## src/sv/mtps_pkg.sv

```systemverilog
`default_nettype none
package mtps_pkg;

  localparam int DEF_TONE_DEPTH = 64;
  localparam int MAX_TONE_HZ = 20000;

  localparam int CLK_W = 29;
  localparam int VOL_W = 10;
  localparam int CNT_W = 7;
  localparam int TIME_W = 32;
  localparam int FREQ_W = 16;
  localparam int DUR_W = 16;
  localparam int ADDR_W = 6;
  localparam int PSC_W = 16;
  localparam int PER_W = 29;
  localparam int OUT_W = 32;
  localparam int ENTRY_W = FREQ_W + DUR_W;
  localparam int PROD_W = VOL_W + PER_W;
  localparam int DIV_W = PROD_W;
  localparam int DIVR_W = 16;
  localparam int LEN_W = 6;
  localparam int OP_W = 2;
  localparam int CFG_IDX_W = 2;

  localparam logic [OP_W-1:0] OP_POLL = 2'd0;
  localparam logic [OP_W-1:0] OP_WRITE = 2'd1;
  localparam logic [OP_W-1:0] OP_RESTART = 2'd2;

  localparam logic [CFG_IDX_W-1:0] CFG_CLOCK_HZ = 2'd0;
  localparam logic [CFG_IDX_W-1:0] CFG_VOLUME = 2'd1;
  localparam logic [CFG_IDX_W-1:0] CFG_COUNT = 2'd2;

  localparam logic [CLK_W-1:0] RST_CLOCK_HZ = 29'd16000000;
  localparam logic [VOL_W-1:0] RST_VOLUME = 10'd50;
  localparam logic [CNT_W-1:0] RST_COUNT = 7'd0;

  localparam logic [DIVR_W-1:0] PSC_DIVISOR = 16'd60000;
  localparam logic [DIVR_W-1:0] CMP_DIVISOR = 16'd2000;
  localparam logic [LEN_W-1:0] WORD_LEN = 6'd29;
  localparam logic [LEN_W-1:0] PROD_LEN = 6'd39;
  localparam logic [PSC_W-1:0] PSC_MAX = 16'hFFFF;

  typedef struct packed {
    logic [OP_W-1:0] operation;
    logic [TIME_W-1:0] time_now_ms;
    logic playback_enabled;
    logic [ADDR_W-1:0] entry_address;
    logic [FREQ_W-1:0] entry_frequency;
    logic [DUR_W-1:0] entry_duration;
  } mtps_cmd_t;

  typedef struct packed {
    logic timer_update;
    logic [PSC_W-1:0] prescaler_minus_one;
    logic [OUT_W-1:0] period_minus_one;
    logic [OUT_W-1:0] compare_value;
    logic [ADDR_W-1:0] played_index;
  } mtps_result_t;

  typedef struct packed {
    logic start;
    logic [DIV_W-1:0] dividend;
    logic [DIVR_W-1:0] divisor;
    logic [LEN_W-1:0] len;
  } mtps_div_req_t;

  typedef struct packed {
    logic done;
    logic [DIV_W-1:0] quot;
    logic [DIVR_W-1:0] rem;
  } mtps_div_rsp_t;

  typedef struct packed {
    logic start;
    logic [VOL_W-1:0] multiplier;
    logic [PER_W-1:0] multiplicand;
  } mtps_mul_req_t;

  typedef struct packed {
    logic done;
    logic [PROD_W-1:0] product;
  } mtps_mul_rsp_t;

endpackage
`default_nettype wire

```

## src/sv/mtps_ram.sv

```systemverilog
`default_nettype none
module mtps_ram #(
  parameter int WIDTH = 32,
  parameter int DEPTH = 64,
  localparam int AW = $clog2(DEPTH)
) (
  input wire logic clk,
  input wire logic we,
  input wire logic [AW-1:0] waddr,
  input wire logic [WIDTH-1:0] wdata,
  input wire logic [AW-1:0] raddr,
  output logic [WIDTH-1:0] rdata
);

  logic [WIDTH-1:0] mem [DEPTH];

  always_ff @(posedge clk) begin
    if (we) begin
      mem[waddr] <= wdata;
    end
    rdata <= mem[raddr];
  end

endmodule
`default_nettype wire

```

## src/sv/mtps_div.sv

```systemverilog
`default_nettype none
module mtps_div
  import mtps_pkg::*;
(
  input wire logic clk,
  input wire logic rst,
  input wire mtps_div_req_t req,
  output mtps_div_rsp_t rsp
);

  logic [DIV_W-1:0] quot;
  logic [DIVR_W-1:0] rem;
  logic [DIVR_W-1:0] divisor;
  logic [LEN_W-1:0] count;
  logic busy;
  logic done;
  logic [DIVR_W:0] trial;
  logic [DIVR_W:0] diff;
  logic take;

  assign trial = {rem, quot[DIV_W-1]};
  assign diff = trial - {1'b0, divisor};
  assign take = (trial >= {1'b0, divisor});

  always_ff @(posedge clk) begin
    if (rst) begin
      busy <= 1'b0;
      done <= 1'b0;
      count <= '0;
    end else begin
      done <= 1'b0;
      if (req.start) begin
        busy <= 1'b1;
        count <= req.len;
      end else if (busy) begin
        count <= count - LEN_W'(1);
        if (count == LEN_W'(1)) begin
          busy <= 1'b0;
          done <= 1'b1;
        end
      end
    end
  end

  // The dividend is left aligned so that once the last step is done the quotient fills the low bits.
  always_ff @(posedge clk) begin
    if (req.start) begin
      quot <= req.dividend << (LEN_W'(DIV_W) - req.len);
      rem <= '0;
      divisor <= req.divisor;
    end else if (busy) begin
      quot <= {quot[DIV_W-2:0], take};
      rem <= take ? diff[DIVR_W-1:0] : trial[DIVR_W-1:0];
    end
  end

  assign rsp = '{done: done, quot: quot, rem: rem};

endmodule
`default_nettype wire

```

## src/sv/mtps_mul.sv

```systemverilog
`default_nettype none
module mtps_mul
  import mtps_pkg::*;
(
  input wire logic clk,
  input wire logic rst,
  input wire mtps_mul_req_t req,
  output mtps_mul_rsp_t rsp
);

  localparam int MCW = $clog2(VOL_W + 1);

  logic [VOL_W-1:0] mplier;
  logic [PER_W-1:0] mcand;
  logic [PROD_W-1:0] acc;
  logic [MCW-1:0] count;
  logic busy;
  logic done;

  always_ff @(posedge clk) begin
    if (rst) begin
      busy <= 1'b0;
      done <= 1'b0;
      count <= '0;
    end else begin
      done <= 1'b0;
      if (req.start) begin
        busy <= 1'b1;
        count <= MCW'(VOL_W);
      end else if (busy) begin
        count <= count - MCW'(1);
        if (count == MCW'(1)) begin
          busy <= 1'b0;
          done <= 1'b1;
        end
      end
    end
  end

  always_ff @(posedge clk) begin
    if (req.start) begin
      mplier <= req.multiplier;
      mcand <= req.multiplicand;
      acc <= '0;
    end else if (busy) begin
      mplier <= mplier << 1;
      acc <= (acc << 1) + (mplier[VOL_W-1] ? PROD_W'(mcand) : PROD_W'(0));
    end
  end

  assign rsp = '{done: done, product: acc};

endmodule
`default_nettype wire

```

## src/sv/melody_tone_pwm_sequencer_top.sv

```systemverilog
// A played tone gives its result strobe after the poll is accepted and the index reduction,
// five divider passes and ten multiplier steps are done. A rest or out-of-range frequency
// gives its strobe once the index reduction and the tone read are done. No stall exists.
// Busy drops as the strobe rises, so the next beat can be accepted at the edge ending it.
// Writes, restarts and polls that do not play never raise busy. Synchronous reset clears
// the index and end time and resets the registers; tone memory is undefined until written.
`default_nettype none
module melody_tone_pwm_sequencer_top
  import mtps_pkg::*;
#(
  parameter int TONE_DEPTH = DEF_TONE_DEPTH
) (
  input wire logic clk,
  input wire logic rst,
  input wire logic start,
  input wire mtps_cmd_t command,
  output logic busy,
  input wire logic cfg_valid,
  output logic cfg_ready,
  input wire logic [CFG_IDX_W-1:0] cfg_index,
  input wire logic [CLK_W-1:0] cfg_data,
  output logic result_valid,
  output mtps_result_t result
);

  localparam int AW = $clog2(TONE_DEPTH);

  typedef enum logic [8:0] {
    ST_IDLE = 9'b000000001,
    ST_MOD  = 9'b000000010,
    ST_DATA = 9'b000000100,
    ST_Q1   = 9'b000001000,
    ST_PSC  = 9'b000010000,
    ST_PER  = 9'b000100000,
    ST_FREQ = 9'b001000000,
    ST_MUL  = 9'b010000000,
    ST_CMP  = 9'b100000000
  } state_t;

  state_t state;
  state_t state_next;

  logic [CLK_W-1:0] clock_hz;
  logic [VOL_W-1:0] volume;
  logic [CNT_W-1:0] melody_count;
  logic [AW-1:0] tone_index;
  logic [TIME_W-1:0] end_time;
  logic [TIME_W-1:0] now;
  logic [AW-1:0] idx;
  logic [FREQ_W-1:0] freq;
  logic [DUR_W-1:0] dur;
  logic [PSC_W-1:0] psc;
  logic [PER_W-1:0] per;

  logic [CNT_W-1:0] cnt_eff;
  logic accept;
  logic poll_go;
  logic ram_we;
  logic [ENTRY_W-1:0] ram_rdata;
  logic [FREQ_W-1:0] rd_freq;
  logic [DUR_W-1:0] rd_dur;
  logic tone_ok;
  logic [PER_W:0] psc_raw;
  logic [PSC_W-1:0] psc_sat;
  logic idx_wrap;
  logic [AW-1:0] idx_adv;

  mtps_div_req_t div_req;
  mtps_div_rsp_t div_rsp;
  mtps_mul_req_t mul_req;
  mtps_mul_rsp_t mul_rsp;

  assign busy = (state != ST_IDLE);
  assign cfg_ready = 1'b1;
  assign accept = start && !busy;
  assign cnt_eff = (32'(melody_count) > TONE_DEPTH) ? CNT_W'(TONE_DEPTH) : melody_count;
  assign poll_go = accept && (command.operation == OP_POLL) && command.playback_enabled
                   && (command.time_now_ms > end_time) && (cnt_eff != '0);
  assign ram_we = accept && (command.operation == OP_WRITE)
                  && (32'(command.entry_address) < TONE_DEPTH);

  assign rd_freq = ram_rdata[ENTRY_W-1:DUR_W];
  assign rd_dur = ram_rdata[DUR_W-1:0];
  assign tone_ok = (rd_freq != '0) && (32'(rd_freq) <= MAX_TONE_HZ);

  assign psc_raw = {1'b0, div_rsp.quot[PER_W-1:0]} + (PER_W+1)'(1);
  assign psc_sat = (psc_raw > (PER_W+1)'(PSC_MAX)) ? PSC_MAX : psc_raw[PSC_W-1:0];

  assign idx_wrap = ((32'(idx) + 32'd1) >= 32'(cnt_eff));
  assign idx_adv = idx_wrap ? '0 : idx + AW'(1);

  mtps_ram #(
    .WIDTH(ENTRY_W),
    .DEPTH(TONE_DEPTH)
  ) u_ram (
    .clk(clk),
    .we(ram_we),
    .waddr(AW'(command.entry_address)),
    .wdata({command.entry_frequency, command.entry_duration}),
    .raddr(div_rsp.rem[AW-1:0]),
    .rdata(ram_rdata)
  );

  mtps_div u_div (
    .clk(clk),
    .rst(rst),
    .req(div_req),
    .rsp(div_rsp)
  );

  mtps_mul u_mul (
    .clk(clk),
    .rst(rst),
    .req(mul_req),
    .rsp(mul_rsp)
  );

  always_comb begin
    div_req = '{start: 1'b0, dividend: '0, divisor: '0, len: '0};
    unique case (state)
      ST_IDLE: begin
        div_req = '{start: poll_go, dividend: DIV_W'(tone_index),
                    divisor: DIVR_W'(cnt_eff), len: LEN_W'(AW)};
      end
      ST_DATA: begin
        div_req = '{start: tone_ok, dividend: DIV_W'(clock_hz),
                    divisor: rd_freq, len: WORD_LEN};
      end
      ST_Q1: begin
        div_req = '{start: div_rsp.done, dividend: div_rsp.quot,
                    divisor: PSC_DIVISOR, len: WORD_LEN};
      end
      ST_PSC: begin
        div_req = '{start: div_rsp.done, dividend: DIV_W'(clock_hz),
                    divisor: psc_sat, len: WORD_LEN};
      end
      ST_PER: begin
        div_req = '{start: div_rsp.done, dividend: div_rsp.quot,
                    divisor: freq, len: WORD_LEN};
      end
      ST_MUL: begin
        div_req = '{start: mul_rsp.done, dividend: mul_rsp.product,
                    divisor: CMP_DIVISOR, len: PROD_LEN};
      end
      default: begin
      end
    endcase
  end

  assign mul_req = '{start: (state == ST_FREQ) && div_rsp.done, multiplier: volume,
                     multiplicand: div_rsp.quot[PER_W-1:0]};

  always_comb begin
    state_next = state;
    unique case (state)
      ST_IDLE: if (poll_go) state_next = ST_MOD;
      ST_MOD:  if (div_rsp.done) state_next = ST_DATA;
      ST_DATA: state_next = tone_ok ? ST_Q1 : ST_IDLE;
      ST_Q1:   if (div_rsp.done) state_next = ST_PSC;
      ST_PSC:  if (div_rsp.done) state_next = ST_PER;
      ST_PER:  if (div_rsp.done) state_next = ST_FREQ;
      ST_FREQ: if (div_rsp.done) state_next = ST_MUL;
      ST_MUL:  if (mul_rsp.done) state_next = ST_CMP;
      ST_CMP:  if (div_rsp.done) state_next = ST_IDLE;
      default: state_next = ST_IDLE;
    endcase
  end

  always_ff @(posedge clk) begin
    if (rst) begin
      state <= ST_IDLE;
      clock_hz <= RST_CLOCK_HZ;
      volume <= RST_VOLUME;
      melody_count <= RST_COUNT;
      tone_index <= '0;
      end_time <= '0;
      result_valid <= 1'b0;
    end else begin
      state <= state_next;
      result_valid <= 1'b0;
      if (cfg_valid && cfg_ready) begin
        unique case (cfg_index)
          CFG_CLOCK_HZ: clock_hz <= cfg_data;
          CFG_VOLUME:   volume <= cfg_data[VOL_W-1:0];
          CFG_COUNT:    melody_count <= cfg_data[CNT_W-1:0];
          default: begin
          end
        endcase
      end
      if (accept && (command.operation == OP_RESTART)) begin
        tone_index <= '0;
      end
      if ((state == ST_DATA) && !tone_ok) begin
        result_valid <= 1'b1;
        end_time <= now + TIME_W'(rd_dur);
        tone_index <= idx_adv;
      end
      if ((state == ST_CMP) && div_rsp.done) begin
        result_valid <= 1'b1;
        end_time <= now + TIME_W'(dur);
        tone_index <= idx_adv;
      end
    end
  end

  always_ff @(posedge clk) begin
    if (poll_go) begin
      now <= command.time_now_ms;
    end
    if ((state == ST_MOD) && div_rsp.done) begin
      idx <= div_rsp.rem[AW-1:0];
    end
    if (state == ST_DATA) begin
      freq <= rd_freq;
      dur <= rd_dur;
      if (!tone_ok) begin
        result <= '{timer_update: 1'b0, prescaler_minus_one: '0, period_minus_one: '0,
                    compare_value: '0, played_index: ADDR_W'(idx)};
      end
    end
    if ((state == ST_PSC) && div_rsp.done) begin
      psc <= psc_sat;
    end
    if ((state == ST_FREQ) && div_rsp.done) begin
      per <= div_rsp.quot[PER_W-1:0];
    end
    if ((state == ST_CMP) && div_rsp.done) begin
      result <= '{timer_update: 1'b1,
                  prescaler_minus_one: psc - PSC_W'(1),
                  period_minus_one: OUT_W'(per) - OUT_W'(1),
                  compare_value: div_rsp.quot[OUT_W-1:0],
                  played_index: ADDR_W'(idx)};
    end
  end

  a_result_source: assert property (@(posedge clk) disable iff (rst)
    result_valid |-> ($past(state) == ST_CMP || $past(state) == ST_DATA))
    else $error("result beat without a finished tone computation");

  a_rest_silent: assert property (@(posedge clk) disable iff (rst)
    (result_valid && !result.timer_update) |->
      (result.prescaler_minus_one == '0 && result.period_minus_one == '0
       && result.compare_value == '0))
    else $error("rest beat carries nonzero timer values");

  a_div_owned: assert property (@(posedge clk) disable iff (rst)
    div_rsp.done |-> (state != ST_IDLE))
    else $error("divider finished while the sequencer was idle");

  a_write_silent: assert property (@(posedge clk) disable iff (rst)
    (accept && command.operation == OP_WRITE) |=> (!result_valid && state == ST_IDLE))
    else $error("tone write started playback");

endmodule
`default_nettype wire

```

## config.mk

```make
export PLATFORM = sky130hd
export DESIGN_NAME = melody_tone_pwm_sequencer_top
export DESIGN_NICKNAME = d
export VERILOG_FILES = /design/src/sv/mtps_pkg.sv /design/src/sv/mtps_ram.sv /design/src/sv/mtps_div.sv /design/src/sv/mtps_mul.sv /design/src/sv/melody_tone_pwm_sequencer_top.sv
export SDC_FILE = /design/constraint.sdc
export NUM_CORES = 2
export LEC_CHECK = 0
export BUFFER_PORTS_ARGS = -buffer_cell sky130_fd_sc_hd__buf_2
export CORE_UTILIZATION = 62
export CTS_BUF_LIST = sky130_fd_sc_hd__clkbuf_16
export CTS_CLUSTER_SIZE = 24
export DETAILED_ROUTE_END_ITERATION = 7
export GPL_TIMING_DRIVEN = 0
export PLACE_DENSITY = 0.83
export SETUP_SLACK_MARGIN = 0.1
export SYNTH_ARGS = -nofsm -noshare
export SYNTH_HDL_FRONTEND = slang
export SYNTH_SLANG_ARGS = --single-unit
export TNS_END_PERCENT = 1
```

## constraint.sdc

```tcl
create_clock -name clk -period 5.65 [get_ports clk]
set_clock_uncertainty 0.15 [all_clocks]
set_input_delay 1.695 -clock clk [delete_from_list [all_inputs] [get_ports clk]]
set_output_delay 1.695 -clock clk [all_outputs]
set_load 0.02 [all_outputs]
```

# Yosys cells after proc, flatten, opt, wreduce, memory -nomap -nowiden
# Memory sizes are Yosys's and may differ from the RTL's. A register that Yosys moved wholly into a read port is not among the register bits.
# Index checks and enable logic that the tools add are counted.
dict set report op_classes {
  order_cmp 6
  n_addsub 12
  div_mod_pow 0
  reduce_logical 33
  mux 44
  bitwise 3
  n_eq_ne 25
  mul 0
  shift 1
}
# operator n
set ops {}
lappend ops {{one-hot mux 62 bit (6 select lines)} 1}
lappend ops {{2-to-1 mux 86 bit} 3}
lappend ops {{one-hot mux 9 bit (9 select lines)} 1}
lappend ops {{2-to-1 mux 39 bit} 2}
lappend ops {{2-to-1 mux 9 bit} 8}
lappend ops {{adder 32 x 16 -> 32 bit} 2}
lappend ops {{2-to-1 mux 32 bit} 2}
lappend ops {{adder 39 bit} 1}
lappend ops {{left shift 39 x 6 -> 39 bit} 1}
lappend ops {{2-to-1 mux 6 bit} 6}
lappend ops {{> comparator 32 bit} 1}
lappend ops {{2-to-1 mux 16 bit} 2}
lappend ops {{adder 29 x 1 -> 30 bit (second input constant)} 1}
lappend ops {{> comparator 30 x 16 -> 1 bit (second input constant)} 1}
lappend ops {{subtractor 29 x 1 -> 30 bit (second input constant)} 1}
lappend ops {{2-to-1 mux 29 bit} 1}
lappend ops {{2-to-1 mux 10 bit} 2}
lappend ops {{>= comparator 17 x 16 -> 1 bit} 1}
lappend ops {{<= comparator 16 x 15 -> 1 bit (second input constant)} 1}
lappend ops {{inequality test 2 x 1 -> 1 bit (second input constant)} 8}
lappend ops {{nonzero test 16 bit} 1}
lappend ops {{subtractor 16 x 1 -> 16 bit (second input constant)} 1}
lappend ops {{subtractor 16 bit} 1}
lappend ops {{logical AND 1 bit} 13}
lappend ops {{other kinds (35)} 62}
dict set report word_totals {
  mem_count 1
  romBits 0
  output_inout_bits 90
  regBits 430
  ram_bits 2048
  latchBits 0
  wordCells 155
}
# name depth word_bits rd rd_clocked_by_memory_dff write_ports line
set memory_table {}
lappend memory_table {u_ram.mem 64 32 1 1 1 mtps_ram.sv:15} ;# logic [WIDTH-1:0] mem [DEPTH];

# Logic depth before layout (Yosys ltp)
dict set report logic_depth {
  word_depth 11
  mapped_depth 21
  mapped_depth_nobuf 17
}

# Modules after synthesis
# Synthesis repeated with hierarchy kept, for this count alone.
dict set report unflattened {
  hier_cells 5938
  hier_area_um2 104519.0
}
# module area_each_um2 n_inst cells_each seq_area_each_um2
set by_module_without_submodules {}
lappend by_module_without_submodules {mtps_ram 78515.3 1 3324 62139.6}
lappend by_module_without_submodules {melody_tone_pwm_sequencer_top 15001.9 1 1470 7877.6}
lappend by_module_without_submodules {mtps_div 6170.9 1 646 2132.0}
lappend by_module_without_submodules {mtps_mul 4830.9 1 498 2072.0}

# Worst setup path after synthesis
# OpenSTA, ideal clock, no wires.
dict set report synth_timing {
  kind {in2reg}
  start {input command[54] in the netlist's numbering}
  end {register u_div.quot[0], enable pin}
  stages 9
  setup_slack_ns 0.859
  path_buffers 1
  arrival_ns 4.238
  path_cell_list {ha_1 nand4_1 or3_1 a21oi_1 a211oi_1 o31a_2 and2_1 buf_2 nand2b_1}
}
dict set report synth_between {
  elab_chain_len 5
}
# element line
set synth_rtl {}
lappend synth_rtl {{from (decl)} melody_tone_pwm_sequencer_top.sv:16} ;# input wire mtps_cmd_t command,
lappend synth_rtl {{> comparator 32 bit} melody_tone_pwm_sequencer_top.sv:78} ;# && (command.time_now_ms > end_time) && (cnt_eff != '0);
lappend synth_rtl {{logical AND 1 bit (2 in series)} melody_tone_pwm_sequencer_top.sv:78}
lappend synth_rtl {{one-hot mux 62 bit (6 select lines)} melody_tone_pwm_sequencer_top.sv:120} ;# unique case (state)
lappend synth_rtl {{nonzero test 2 bit (no source line)} --}
lappend synth_rtl {{to (signal assigned)} mtps_div.sv:48} ;# quot <= req.dividend << (LEN_W'(DIV_W) - req.len);
lappend synth_rtl {{to (signal assigned)} mtps_div.sv:52} ;# quot <= {quot[DIV_W-2:0], take};
lappend synth_rtl {{to (decl)} mtps_div.sv:11} ;# logic [DIV_W-1:0] quot;
# No other way between the ends.
# A chain may end at the register's enable or synchronous reset.

# Worst setup path in the final report
dict set report layout_timing {
  start {register state[5]}
  end {register end_time[24]}
}
dict set report layout_between {
  elab_chain_len 3
  elab_cells_between_ends 6
  classes_between {eq/ne (2); mux (1); reduce/logical (3)}
}
# element line
set layout_rtl {}
lappend layout_rtl {{from (decl)} melody_tone_pwm_sequencer_top.sv:40} ;# state_t state;
lappend layout_rtl {{from (signal assigned)} melody_tone_pwm_sequencer_top.sv:179} ;# state <= state_next;
lappend layout_rtl {{== test 9 bit / == test 9 x 3 -> 1 bit (equally long branches)} {melody_tone_pwm_sequencer_top.sv:198, melody_tone_pwm_sequencer_top.sv:193}}
lappend layout_rtl {{logical AND 1 bit (on tied branches)} {melody_tone_pwm_sequencer_top.sv:198, melody_tone_pwm_sequencer_top.sv:193}}
lappend layout_rtl {{2-to-1 mux 32 bit / nonzero test 2 bit (equally long branches)} --}
lappend layout_rtl {{to (signal assigned)} melody_tone_pwm_sequencer_top.sv:195} ;# end_time <= now + TIME_W'(rd_dur);
lappend layout_rtl {{to (signal assigned)} melody_tone_pwm_sequencer_top.sv:200} ;# end_time <= now + TIME_W'(dur);
lappend layout_rtl {{to (decl)} melody_tone_pwm_sequencer_top.sv:47} ;# logic [TIME_W-1:0] end_time;
# Several ways; a longest one is shown, not always the timed one.

==> summary.md <==
| Metric | Value |
|---|---|
| Global-route wire length before repair | 445.2 mm |
| Synth Flop Type | edfxtp_1 |
| Max transition margin | -5.210% |
| Hold Crit Class | flop to flop |
| Syn nets | 5493 |
| Final Cycle Share | 100.8% |
| Crit-path max FO | 10 |
| Fin area | ~110000 um2 |
| Failing checks | capacitance limit, slew limit, setup timing |
| Clk Tree Root Cell | clkbuf_16 |
| Share of layout cells above drive strength 1 | between 20% and 30% |
| Sequential share of the synthesized area | 72.78% |
| Final ANT Viol Nets | 0 |
| Crit start category | flop |
| Final Hold Fails | 0 |
| Initial DRC count | between 10000 and 15000 |
| Area growth syn-to-layout | 13.42% |
| Status | finished with violations |
| Clk buf depth | 3 |
| Pins Over Slew Limit | 76 |
| Synth Area per Inst | 19.11 um2 |
| Yosys top cell by area | edfxtp_1 |
| Post-synth EDFFs | approximately 2300 |
| Drt drc | 0 |
| Cell Rows | 147 |
| Hold_sp | u_ram.rdata[15] |
| Starting density of the core | roughly 63% |
| Maximum vdd ir drop | approximately 0.00044 V |
| Final Power | 50.59 mW |
| GP Congestion | 1.000 |
| Dpl hpwl | 187.9 mm |
| Nets | around 6000 |
| Grt ovf | 0 |
| Die width | 405.2 um |
| Max cap viols | 2 |
| Setup TNS Final | -0.04900 ns |
| Placed cell areas | 106400 um2 |
| Fin crit period | ~5.7 ns |
| Die area | between 150000 and 200000 um2 |
| TritonCTS Sinks | 2508 |
| Cells after Synth | 5274 |
| CORE AREA | 160900 um2 |
| Synth area leaders | edfxtp_1, mux4_2, dfxtp_1 |
| Pre-CTS setup slack | -0.2449 ns |
| Hold_buf cts | 0 |
| Io pins | 198 |
| CTS Buf Count | 231 |
| Die height | 405.2 um |
| GRT Resource Usage Total | 39.61% |
| Post-synthesis cell type count | 89 |
| Peak Freq | around 180 MHz |
| Yosys top cell area share | 68.89% |
| RSZ-0062 raised after global routing | true |
| Vias in the first global route | ~59000 |
| Cells after DPL | 7695 |
| Worst Path Arrival | around 6.3 ns |
| Pin count of the biggest net entering global routing | between 70 and 80 |
| Post-Syn Area | 100800 um2 |
| Most common cell in the netlist | edfxtp_1 |
| Setup ws final | -0.04354 ns |
| Synth Warn # | 0 |
| DR vias | approximately 60000 |
| Worst EP required | 6.24 ns |
| Vias/cell | 7.293 |
| Port Buffers | 193 |
| H-tree depth | 4 |
| CP endpoint kind | flop |
| Flops & latches, synth | 2508 |
| Final instance count without filler cells | 8163 |
| Slew @ Worst Pin | ~1.6 ns |
| Async S/R FF share, synth | 0% |
| Power Density | between 400 and 500 nW/um2 |
| Setup CP Type | flop to flop |
| Post-synth top cells | edfxtp_1, mux4_2, nand2_1 |
| Final setup fails | 2 |
| Worst-skew pair later-pin latency | between 0.9 and 1 ns |
| Setup crit start | state[5] |
| Clock transition at path regs | approximately 0.070 ns |
| Antenna violations before repair | 40 |
| WL final | 321.4 mm |
| CTS tree | done |
| Lkg Pwr | 36.76 nW |
| TritonRoute pass-1 iters | 8 |
| Wirelength per Cell | 39.37 um |
| Crit Reg-Reg Startpoint | state[5] |
==> worst max-delay path, stage by stage, from the launching register on <==
cell      delay (ns)
dfxtp_1         0.32
buf_2           0.24
nor2_2          0.12
nand3_2         0.15
or2_2           0.18
clkbuf_1        0.85
buf_1           0.92
nand2_1         0.14
nand2_1         0.13
ha_1            0.27
nor2b_1         0.15
o21a_1          0.18
o21ai_1         0.22
a21oi_1         0.17
a21oi_1         0.21
a21o_1          0.21
clkbuf_1        0.42
nor2_1          0.12
xnor2_1         0.14
a211oi_1        0.22
==> power by group <==
| group | internal [mW] | leakage, nW | switching, mW |
|---|---|---|---|
| logic | 5.43 | 10.5 | 8.16 |
| clock network | 8.75 | 3.91 | 7.41 |
| registers | 20.5 | 22.4 | 0.298 |
==> cell type report <==
| cell class | instances | area (um2) |
|---|---|---|
| antenna | 19 | 47.55 |
| buffer | 268 | 1201 |
| clock buffer | 233 | 5831 |
| clock inverter | 206 | 1894 |
| fill | 8898 | 46640 |
| inverter | 93 | 349.1 |
| multi-input combinational | 2405 | 26390 |
| sequential | 2508 | 73350 |
| tap | 2160 | 2703 |
| timing repair buffer | 271 | 2537 |
==> placed cells by master, fill, tap and decap left out, types with 15 or more instances in the layout <==
cell type / synthesis / final
a211oi_1: 34 / 34
a21o_1: 57 / 57
a21oi_1: 150 / 150
a221o_1: 15 / 15
a222oi_1: 22 / 22
and2_1: 71 / 71
and3_1: 20 / 20
buf_1: 36 / 36
buf_12: 0 / 57
buf_2: 60 / 251
buf_4: 22 / 32
bufinv_16: 0 / 26
clkbuf_1: 146 / 142
clkbuf_16: 0 / 233
clkinv_1: 0 / 50
clkinv_2: 0 / 61
dfxtp_1: 196 / 196
diode_2: 0 / 19
edfxtp_1: 2312 / 2312
ha_1: 108 / 108
inv_1: 91 / 126
mux2i_1: 49 / 49
mux4_2: 663 / 663
nand2_1: 336 / 335
nand3_1: 76 / 74
nand4_1: 19 / 19
nor2_1: 241 / 175
nor2_4: 0 / 64
nor2b_1: 23 / 23
nor3_1: 33 / 33
o21ai_0: 85 / 85
o21ai_1: 21 / 21
or3_1: 28 / 28
xnor2_1: 78 / 78
xor2_1: 45 / 45
==> flip-flops by register name (all words and copies together), names as in the netlist, 29 cells and up <==
name,cells
u_ram.rdata,32
result,85
u_ram.mem,2048
u_mul.acc,39
u_mul.mcand,29
u_div.quot,39
now,32
end_time,32
clock_hz,29
==> through the flow <==
stage	hold WS [ns]	utilization (%)
floorplan	0.2581	-
global placement	0.2665	64.90
detailed placement	0.2630	66.11
CTS	0.2489	70.92
global route	0.2866	70.99
finish	0.2631	71.02
==> layer usage <==
metal	vias to the layer above	share of wire, %	global-route usage [%]
li1	22404	-	-
met1	29704	31	47.61
met2	5915	47	61.78
met3	1461	14	12.79
met4	48	8.2	26.28
met5	-	0.16	0
==> repair_timing <==
| item | 4_1_cts | 5_1_grt |
|---|---|---|
| pin swaps | 1 | 3 |
| setup endpoints to repair | 126 | 771 |
| setup buffers | 3 | 5 |
| resized for setup | 0 | 7 |
| endpoints found under the hold margin | 0 | 0 |
==> kinds of logic (layout without fill, tap and decap cells) <==
family	Yosys count	in the layout	share of synthesized area [%]
buffers and inverters	361	1071	1.531
adders and majority gates	111	111	1.400
other	1	20	0.003721
muxes	725	725	15.45
DFF	2508	2508	72.78
and+or+nand+nor	947	947	4.501
AOI/OAI and AO/OA	498	498	3.263
xor gates and xnor gates	123	123	1.069
==> worst paths after layout <==
kind                   to  slack, ns  cells after the start
min reg2reg       dur[15]       0.26                      0
max          end_time[24]      -0.04                     19
max reg2reg  end_time[24]      -0.04                     19
min               dur[15]       0.26                      0
Note: power is estimated with default switching activity, not from simulation.
